--- config.mk ---
export PLATFORM = sky130hd
export DESIGN_NAME = stbs_ctrl
export DESIGN_NICKNAME = d
export VERILOG_FILES = /design/src/design/stbs_pkg.sv /design/src/design/stbs_ctrl.sv
export SDC_FILE = /design/constraint.sdc
export NUM_CORES = 1
export LEC_CHECK = 0
export BUFFER_PORTS_ARGS = -buffer_cell sky130_fd_sc_hd__buf_2
export CAP_MARGIN = 20
export CORE_MARGIN = 10
export CORE_UTILIZATION = 40
export CTS_CLUSTER_SIZE = 40
export DETAILED_ROUTE_END_ITERATION = 8
export PLACE_DENSITY = 0.62
export SLEW_MARGIN = 20
export SYNTH_ARGS = -nofsm -noshare
export SYNTH_HDL_FRONTEND = slang
export SYNTH_SLANG_ARGS = --single-unit
--- constraint.sdc ---
create_clock -name aclk -period 10.8 [get_ports aclk]
set_input_delay 1.62 -clock aclk [delete_from_list [all_inputs] [get_ports aclk]]
set_output_delay 1.62 -clock aclk [all_outputs]
set_load 0.005 [all_outputs]
--- src/design/stbs_pkg.sv ---
// ---------------------------------------------------------------------------
// Sorted table binary search package
// Shared sizes, item kind codes, controller states and the result record.
// ---------------------------------------------------------------------------
package stbs_pkg;

    localparam int DEPTH     = 1024;
    localparam int ADDR_W    = $clog2(DEPTH);
    localparam int CNT_W     = ADDR_W + 1;
    localparam int POS_W     = CNT_W + 1;
    localparam int DATA_W    = 32;
    localparam int KIND_W    = 2;
    localparam int MATCH_W   = 10;
    localparam int M_TDATA_W = 16;

    typedef enum logic [KIND_W-1:0] {
        KIND_CLEAR  = 2'd0,
        KIND_APPEND = 2'd1,
        KIND_SEARCH = 2'd2
    } kind_t;

    typedef enum logic [1:0] {
        ST_IDLE,
        ST_ADDR,
        ST_CMP,
        ST_OUT
    } state_t;

    // The found flag sits in the lowest bit so the record maps onto tdata directly.
    typedef struct packed {
        logic [MATCH_W-1:0] match_index;
        logic               found;
    } result_t;

endpackage

--- src/design/stbs_ctrl.sv ---
// ---------------------------------------------------------------------------
// Search controller
// Decodes input items, keeps the entry count and walks the binary search
// through the table memory, each probe an ST_ADDR then an ST_CMP state.
// ---------------------------------------------------------------------------
module stbs_ctrl (
    input  logic                              aclk,
    input  logic                              aresetn,
    input  logic                              in_valid,
    output logic                              in_ready,
    input  logic [stbs_pkg::KIND_W-1:0]       in_kind,
    input  logic signed [stbs_pkg::DATA_W-1:0] in_value,
    output logic                              res_valid,
    input  logic                              res_ready,
    output stbs_pkg::result_t                 res,
    output logic                              ram_we,
    output logic [stbs_pkg::ADDR_W-1:0]       ram_waddr,
    output logic [stbs_pkg::DATA_W-1:0]       ram_wdata,
    output logic                              ram_re,
    output logic [stbs_pkg::ADDR_W-1:0]       ram_raddr,
    input  logic [stbs_pkg::DATA_W-1:0]       ram_rdata
);

    localparam logic signed [stbs_pkg::POS_W-1:0] ONE_POS = stbs_pkg::POS_W'(1);
    localparam logic [stbs_pkg::CNT_W-1:0] FULL_CNT = stbs_pkg::CNT_W'(stbs_pkg::DEPTH);

    stbs_pkg::state_t state_reg, state_next;

    logic [stbs_pkg::CNT_W-1:0]         count_reg, count_next;
    logic signed [stbs_pkg::DATA_W-1:0] target_reg, target_next;
    logic signed [stbs_pkg::POS_W-1:0]  left_reg, left_next;
    logic signed [stbs_pkg::POS_W-1:0]  right_reg, right_next;
    logic [stbs_pkg::ADDR_W-1:0]        mid_reg, mid_next;
    stbs_pkg::result_t                  res_reg, res_next;

    logic                               accept;
    logic                               is_search;
    logic                               is_append;
    logic                               is_clear;
    logic                               exhausted;
    logic signed [stbs_pkg::POS_W-1:0]  span;
    logic signed [stbs_pkg::POS_W-1:0]  mid_pos;
    logic signed [stbs_pkg::POS_W-1:0]  mid_ext;
    logic signed [stbs_pkg::DATA_W-1:0] probe;

    assign accept = in_valid && in_ready;

    always_comb begin
        is_clear  = 1'b0;
        is_append = 1'b0;
        is_search = 1'b0;
        unique case (in_kind)
            stbs_pkg::KIND_CLEAR:  is_clear  = 1'b1;
            stbs_pkg::KIND_APPEND: is_append = 1'b1;
            stbs_pkg::KIND_SEARCH: is_search = 1'b1;
            default: ;
        endcase
    end

    // The interval is never empty when the midpoint is used, so the span is not negative.
    assign exhausted = left_reg > right_reg;
    assign span      = right_reg - left_reg;
    assign mid_pos   = left_reg + (span >>> 1);
    assign mid_ext   = $signed({2'b00, mid_reg});
    assign probe     = $signed(ram_rdata);

    always_comb begin
        state_next = state_reg;
        unique case (state_reg)
            stbs_pkg::ST_IDLE: begin
                if (accept && is_search) state_next = stbs_pkg::ST_ADDR;
            end
            stbs_pkg::ST_ADDR: begin
                state_next = exhausted ? stbs_pkg::ST_OUT : stbs_pkg::ST_CMP;
            end
            stbs_pkg::ST_CMP: begin
                state_next = (probe == target_reg) ? stbs_pkg::ST_OUT : stbs_pkg::ST_ADDR;
            end
            stbs_pkg::ST_OUT: begin
                if (res_ready) state_next = stbs_pkg::ST_IDLE;
            end
            default: state_next = stbs_pkg::ST_IDLE;
        endcase
    end

    always_comb begin
        in_ready  = (state_reg == stbs_pkg::ST_IDLE);
        res_valid = (state_reg == stbs_pkg::ST_OUT);
        res       = res_reg;
        ram_we    = accept && is_append && (count_reg < FULL_CNT);
        ram_waddr = count_reg[stbs_pkg::ADDR_W-1:0];
        ram_wdata = in_value;
        ram_re    = (state_reg == stbs_pkg::ST_ADDR) && !exhausted;
        ram_raddr = mid_pos[stbs_pkg::ADDR_W-1:0];
    end

    always_comb begin
        count_next  = count_reg;
        target_next = target_reg;
        left_next   = left_reg;
        right_next  = right_reg;
        mid_next    = mid_reg;
        res_next    = res_reg;
        case (state_reg)
            stbs_pkg::ST_IDLE: begin
                if (accept) begin
                    if (is_clear) count_next = '0;
                    if (ram_we)   count_next = count_reg + stbs_pkg::CNT_W'(1);
                    if (is_search) begin
                        target_next = in_value;
                        left_next   = '0;
                        right_next  = $signed({1'b0, count_reg}) - ONE_POS;
                    end
                end
            end
            stbs_pkg::ST_ADDR: begin
                mid_next = mid_pos[stbs_pkg::ADDR_W-1:0];
                if (exhausted) begin
                    res_next.found       = 1'b0;
                    res_next.match_index = '0;
                end
            end
            stbs_pkg::ST_CMP: begin
                if (probe == target_reg) begin
                    res_next.found       = 1'b1;
                    res_next.match_index = stbs_pkg::MATCH_W'(mid_reg);
                end else if (probe > target_reg) begin
                    right_next = mid_ext - ONE_POS;
                end else begin
                    left_next = mid_ext + ONE_POS;
                end
            end
            default: ;
        endcase
    end

    always_ff @(posedge aclk) begin
        if (!aresetn) begin
            state_reg <= stbs_pkg::ST_IDLE;
            count_reg <= '0;
        end else begin
            state_reg <= state_next;
            count_reg <= count_next;
        end
    end

    always_ff @(posedge aclk) begin
        target_reg <= target_next;
        left_reg   <= left_next;
        right_reg  <= right_next;
        mid_reg    <= mid_next;
        res_reg    <= res_next;
    end

endmodule

Word-level counts from Yosys, hierarchy flattened
Cells that the tools add are included.
{"block": "totals", "reg_bits": 90, "output_inout_bits": 67}
{"block": "op_classes", "addsub": 6, "n_lt_le_gt_ge": 3, "eq_ne": 15, "muxes": 23, "n_reduce_logical": 17}
{"cell": "two-way mux 12 bit", "count": 8}
{"cell": "one-hot mux 12 bit (2 select lines)", "count": 2}
{"cell": "two-way mux 11 bit", "count": 4}
{"cell": "== test 32 bit", "count": 1}
{"cell": "> comparator 32 bit", "count": 1}
{"cell": "one-hot mux 11 bit (2 select lines)", "count": 1}
{"cell": "> comparator 12 bit", "count": 1}
{"cell": "subtractor 11 x 1 -> 12 bit (second input constant)", "count": 1}
{"cell": "adder 10 x 1 -> 11 bit (second input constant)", "count": 1}
{"cell": "adder 11 x 1 -> 11 bit (second input constant)", "count": 1}
{"cell": "< comparator 11 bit (second input constant)", "count": 1}
{"cell": "subtractor 10 x 1 -> 11 bit (second input constant)", "count": 1}
{"cell": "subtractor 11 bit", "count": 1}
{"cell": "adder 10 bit", "count": 1}
{"cell": "!= test 2 bit (second input constant)", "count": 5}
{"cell": "AND reduction 5 bit", "count": 2}
{"cell": "AND reduction 3 bit", "count": 3}
{"cell": "!= test 2 x 1 -> 1 bit (second input constant)", "count": 4}
{"cell": "one-hot mux 2 bit (4 select lines)", "count": 1}
{"cell": "== test 2 bit (second input constant)", "count": 3}
{"cell": "two-way mux 2 bit", "count": 3}
{"cell": "nonzero test 2 bit", "count": 3}
{"cell": "logical AND 1 bit", "count": 5}
{"cell": "== test 2 x 1 -> 1 bit (second input constant)", "count": 2}
{"cell": "4 further kinds", "count": 8}

Logic depth before layout (Yosys ltp)
{"block": "depth", "depth_word": 6, "mapped_depth": 15, "mapped_depth_nobuf": 15}

Worst setup path before layout
No wires, ideal clock.
{"block": "synth_timing", "kind": "input to register", "from": "in in_kind[0] (netlist name)", "to": "reg left_reg[0] (netlist name), enable pin", "arrival_ns": 4.643, "required_ns": 10.452, "path_slack_ns": 5.809, "cell_stages": 3, "path_buffers": 0, "cell_sequence": "nand3b_1 nor3_1 o21a_1"}
{"block": "synth_via", "elab_chain_cells": 4}
{"item": "start: declaration", "line": "stbs_ctrl.sv:11", "source": "input logic [stbs_pkg::KIND_W-1:0] in_kind,"}
{"item": "== test 2 bit", "line": "stbs_ctrl.sv:52", "source": "unique case (in_kind)"}
{"item": "two-way mux 1 bit", "line": "stbs_ctrl.sv:52"}
{"item": "!= test 2 x 1 -> 1 bit (no line)"}
{"item": "AND reduction 5 bit (no line)"}
{"item": "end signal: assignment", "line": "stbs_ctrl.sv:149", "source": "left_reg <= left_next;"}
{"item": "end: declaration", "line": "stbs_ctrl.sv:31", "source": "logic signed [stbs_pkg::POS_W-1:0] left_reg, left_next;"}
Every way passes these cells.
A chain may end at the register's enable or synchronous reset.

Worst setup path after layout
{"block": "layout_timing", "from": "reg right_reg[0] (netlist name)", "to": "out ram_raddr[9] (netlist name)"}
{"block": "layout_via", "elab_chain_cells": 2}
{"item": "start: declaration", "line": "stbs_ctrl.sv:32", "source": "logic signed [stbs_pkg::POS_W-1:0] right_reg, right_next;"}
{"item": "start signal: assignment", "line": "stbs_ctrl.sv:150", "source": "right_reg <= right_next;"}
{"item": "subtractor 11 bit", "line": "stbs_ctrl.sv:62", "source": "assign span = right_reg - left_reg;"}
{"item": "adder 10 bit", "line": "stbs_ctrl.sv:63", "source": "assign mid_pos = left_reg + (span >>> 1);"}
{"item": "end: declaration", "line": "stbs_ctrl.sv:20", "source": "output logic [stbs_pkg::ADDR_W-1:0] ram_raddr,"}
Every way passes these cells.

==> results.md <==
Global routing:
- The wire length of the first global-routing pass is 22.5 mm.
- Entering global routing, the biggest net connects 35 pins.
- The total global routing overflow is 0.
- The total global-route track usage is 14.0%.
- The number of antenna violations at the first check in global routing was 0.
- The number of global-route vias before repair is 4541.

Clock network:
- CTS saw 89 sinks.
- TritonCTS built the clock tree.
- The maximum buffer depth of the clock tree is 2.
- The clock insertion delay at the later pin of the skew report is 0.34 ns.
- The root buffer selected by CTS is sky130_fd_sc_hd__clkbuf_16.
- The number of instances resized during post-cts repair is 0.
- The number of hold buffers added after CTS is 0.
- The H-tree was split into 3 levels.
- Buffers inserted during clock tree synthesis total 9.
- Buffers added to address setup during post-CTS repair amount to 0.
- The clock-pin slew on the worst setup and hold paths is 0.06 ns.

Floorplan:
- The total area inside the core boundary comes to 14400 um^2.
- 137 I/O pins were placed.
- The floorplan step set the die height to 141 um.
- Measured along the x axis, the die boundary spans 141 um.
- The total die area is 19900 um^2.
- The initial utilization of the core area, before any placement, comes to 40.7%.
- The floorplan has 44 rows.

Yosys:
- The mean post-synth cell area is 10.1 um^2.
- The async set-or-reset flop fraction in the synthesized netlist is 0%.
- By count the netlist is led by 76 x sky130_fd_sc_hd__edfxtp_1, 67 x sky130_fd_sc_hd__inv_1, 66 x sky130_fd_sc_hd__ha_1.
- In this run, synthesis inferred 76 flip-flops with an integrated enable.
- After technology mapping, the gate count stands at 583.
- When the netlist entered floorplanning its net count stood at 721.
- The share of the Yosys chip area taken by registers is 43.3%.
- Yosys mapped the design onto 47 distinct sky130hd cell types.
- The share of synthesized area in the top cell type comes to 38.9%.
- The cell with the most instances after synthesis is sky130_fd_sc_hd__edfxtp_1.
- Ranked by total cell area, the synthesized netlist is headed by sky130_fd_sc_hd__edfxtp_1 39%, sky130_fd_sc_hd__ha_1 14%, sky130_fd_sc_hd__buf_4 5.6%.
- The yosys synthesis warning count is 0.
- The cell area after synthesis is 5870 um^2.
- The cell type contributing the most total cell area after synthesis is sky130_fd_sc_hd__edfxtp_1.
- Counting flops and latches in the post-synthesis netlist gives 89.
- For this run, the leading register cell type out of synthesis is sky130_fd_sc_hd__edfxtp_1.

Setup path:
- On the worst path, the slowest cell contributes a delay of 0.65 ns.
- The slowest stage of the critical path belongs to the cell sky130_fd_sc_hd__o41ai_1.
- Walking the worst path, the cells encountered are inv_1, ha_1, inv_1, fa_1, a21oi_1, o21ai_0, o21a_1, nor2_1, xnor2_1, ha_1, o41ai_1, o21ai_0, xnor2_1, buf_2.
- The worst setup path is launched from a flop.
- The category of the worst setup path capture point is an output port.
- The category of the critical setup timing path is flop to output port.
- Data on the critical path is required at its endpoint by 9.18 ns.
- In this run the worst path has a maximum fanout of 4.
- Data on the critical path arrives at its endpoint at 3.64 ns.

Placed design:
- The count of port buffers added during placement is 136.
- The setup slack at placement is 5.93 ns.
- The congestion estimate from routability-driven global placement came to 0.840.
- The post-detailed-placement half-perimeter wirelength is 11.2 mm.

Power:
- The cell internal power dissipation is 688 uW.
- The power spent charging and discharging nets is 257 uW.
- Power spread over the standard cell area amounts to 140 nW/um^2.
- Of the total power, combinational logic draws 20.1%.
- The sequential fraction of design power is 44.2%.
- The analysis attributes to cell leakage a power of 0.00303 uW.
- The maximum ir drop on the vdd rail is 0.0757 mV.
- Of the total power, the share spent switching nets is 27.2%.
- The clock network is responsible for 35.8% of the overall power.

Detailed routing:
- After detailed routing, the number of vias per cell comes to 4.98.
- The routed via count is 4300.
- The total wire length after detailed routing is 13.6 mm.
- After the first detailed-routing iteration, the DRC count stood at 280.
- The count of nets left with antenna violations after detail routing is 0.
- The first-pass iteration count of the detailed router is 4.
- The DRC violation count after routing is 0.
- The routed wire length per instance is 15.7 um.

Timing:
- Setup repair after global routing left no endpoint under its margin.
- The setup slack of the critical path after layout is 5.54 ns.
- The worst pin sits at a relative slew slack of 56.2%.
- The post-route minimum period is 5.26 ns.
- The total count of max-transition violations in the final report came to 0.
- For the pin with the worst max-slew slack, the measured transition is 0.653 ns.
- Setup violations remaining at the end of the flow were counted as 0.
- The worst setup skew after layout is 0.00716 ns.
- The count of final hold-check violations is 0.
- Derived from the worst setup path, the maximum achievable clock frequency is 190 MHz.
- The final clock period utilization by the worst path is 48.7%.
- The sum of negative setup slack is 0 ns.

Final layout:
- The flip-flop count of the largest register, all copies and words added is 32.
- The final layout contains 813 nets.
- After filler insertion, the fill cell instance count of the layout stands at 1419.
- The number of diodes added for antenna fixing is 0.
- The fraction of final layout cells sized beyond drive strength 1 is 23.5%.
- From synthesis to final layout, the design area changed by 14.8%.

Run status:
- The flow ran to the end, and the final reports show no timing, DRC or antenna violations.

Job:
- The tool flagged a number of max-cap violations equal to 0.

Worst hold path:
- The type of the worst min-delay path is flop to flop.
==> power groups by stage <==
stage	Sequential, uW	Clock, uW	Combinational, uW
6_report	418	338	190
5_1_grt	420	363	216
4_1_cts	418	347	193
3_5_place_dp	425	0	192
3_3_place_gp	424	0	187
2_1_floorplan	413	0	135
==> cell families after synthesis <==
kind of cell,Yosys count,synth area share (%)
AOI/OAI and AO/OA,94,9.90
xor gates and xnor gates,41,6.12
adders and majority gates,68,14.8
buffers and inverters,124,10.9
DFF,89,43.3
muxes,1,0.171
and+or+nand+nor,166,14.8
==> worst max-delay path, delay by kind of cell (launching register included) <==
| family | cells | cell delay [ns] |
|---|---|---|
| compound gates | 5 | 1.44 |
| fa+ha+maj | 3 | 0.79 |
| buf+inv | 3 | 0.28 |
| xor+xnor | 2 | 0.30 |
| simple gates | 1 | 0.11 |
| flops | 1 | 0.39 |
==> cell type report <==
cell class / instances / area, um^2 / share of cell area, %
clock buffer: 9 / 225 / 3.35
inverter: 67 / 251 / 3.74
sequential: 89 / 2540 / 37.8
multi-input combinational: 370 / 2690 / 40.0
tap: 184 / 230 / 3.42
clock inverter: 7 / 93.8 / 1.39
timing repair buffer: 138 / 696 / 10.3
==> path summary, 6_finish.rpt <==
path	slack, ns	cells after the start	start	to
setup / recovery	5.54	14	right_reg[0]$_DFFE_PP_	ram_raddr[9]
hold / removal	0.56	2	count_reg[6]$_SDFFE_PN0P_	count_reg[6]$_SDFFE_PN0P_
setup reg to reg	7.44	13	right_reg[0]$_DFFE_PP_	mid_reg[9]$_DFFE_PP_
hold reg to reg	0.56	2	count_reg[6]$_SDFFE_PN0P_	count_reg[6]$_SDFFE_PN0P_
==> cell usage in the layout (no fill, tap or decap), drive strengths merged, types with 14 or more instances in the layout <==
master,synthesis,final
buf,45,138
edfxtp,76,76
inv,67,68
ha,66,66
nor2,37,37
nand2,35,35
a21oi,32,32
o21ai,23,23
xnor2,22,22
xor2,19,19
nand3,14,14
==> per-layer routing <==
metal | vias to the layer above | wire length [um] | track usage [%]
met2 | 101 | 6700 | 23.4
li1 | 2184 | - | -
met1 | 2000 | 5750 | 16.6
met3 | 15 | 869 | 3.76
met4 | 0 | 248 | 5.54
met5 | - | 0 | 0
==> per-stage QoR <==
step	total power (uW)	util (%)	cells	area (um^2)	hold slack [ns]
floorplan	548	-	583	5870	0.509
global placement	611	44.4	848	6410	0.543
detailed placement	617	44.4	848	6410	0.546
CTS	957	46.7	864	6730	0.557
global route	999	46.7	864	6730	0.604
finish	946	46.7	864	6730	0.564
Power figures use the tool's default switching activity.
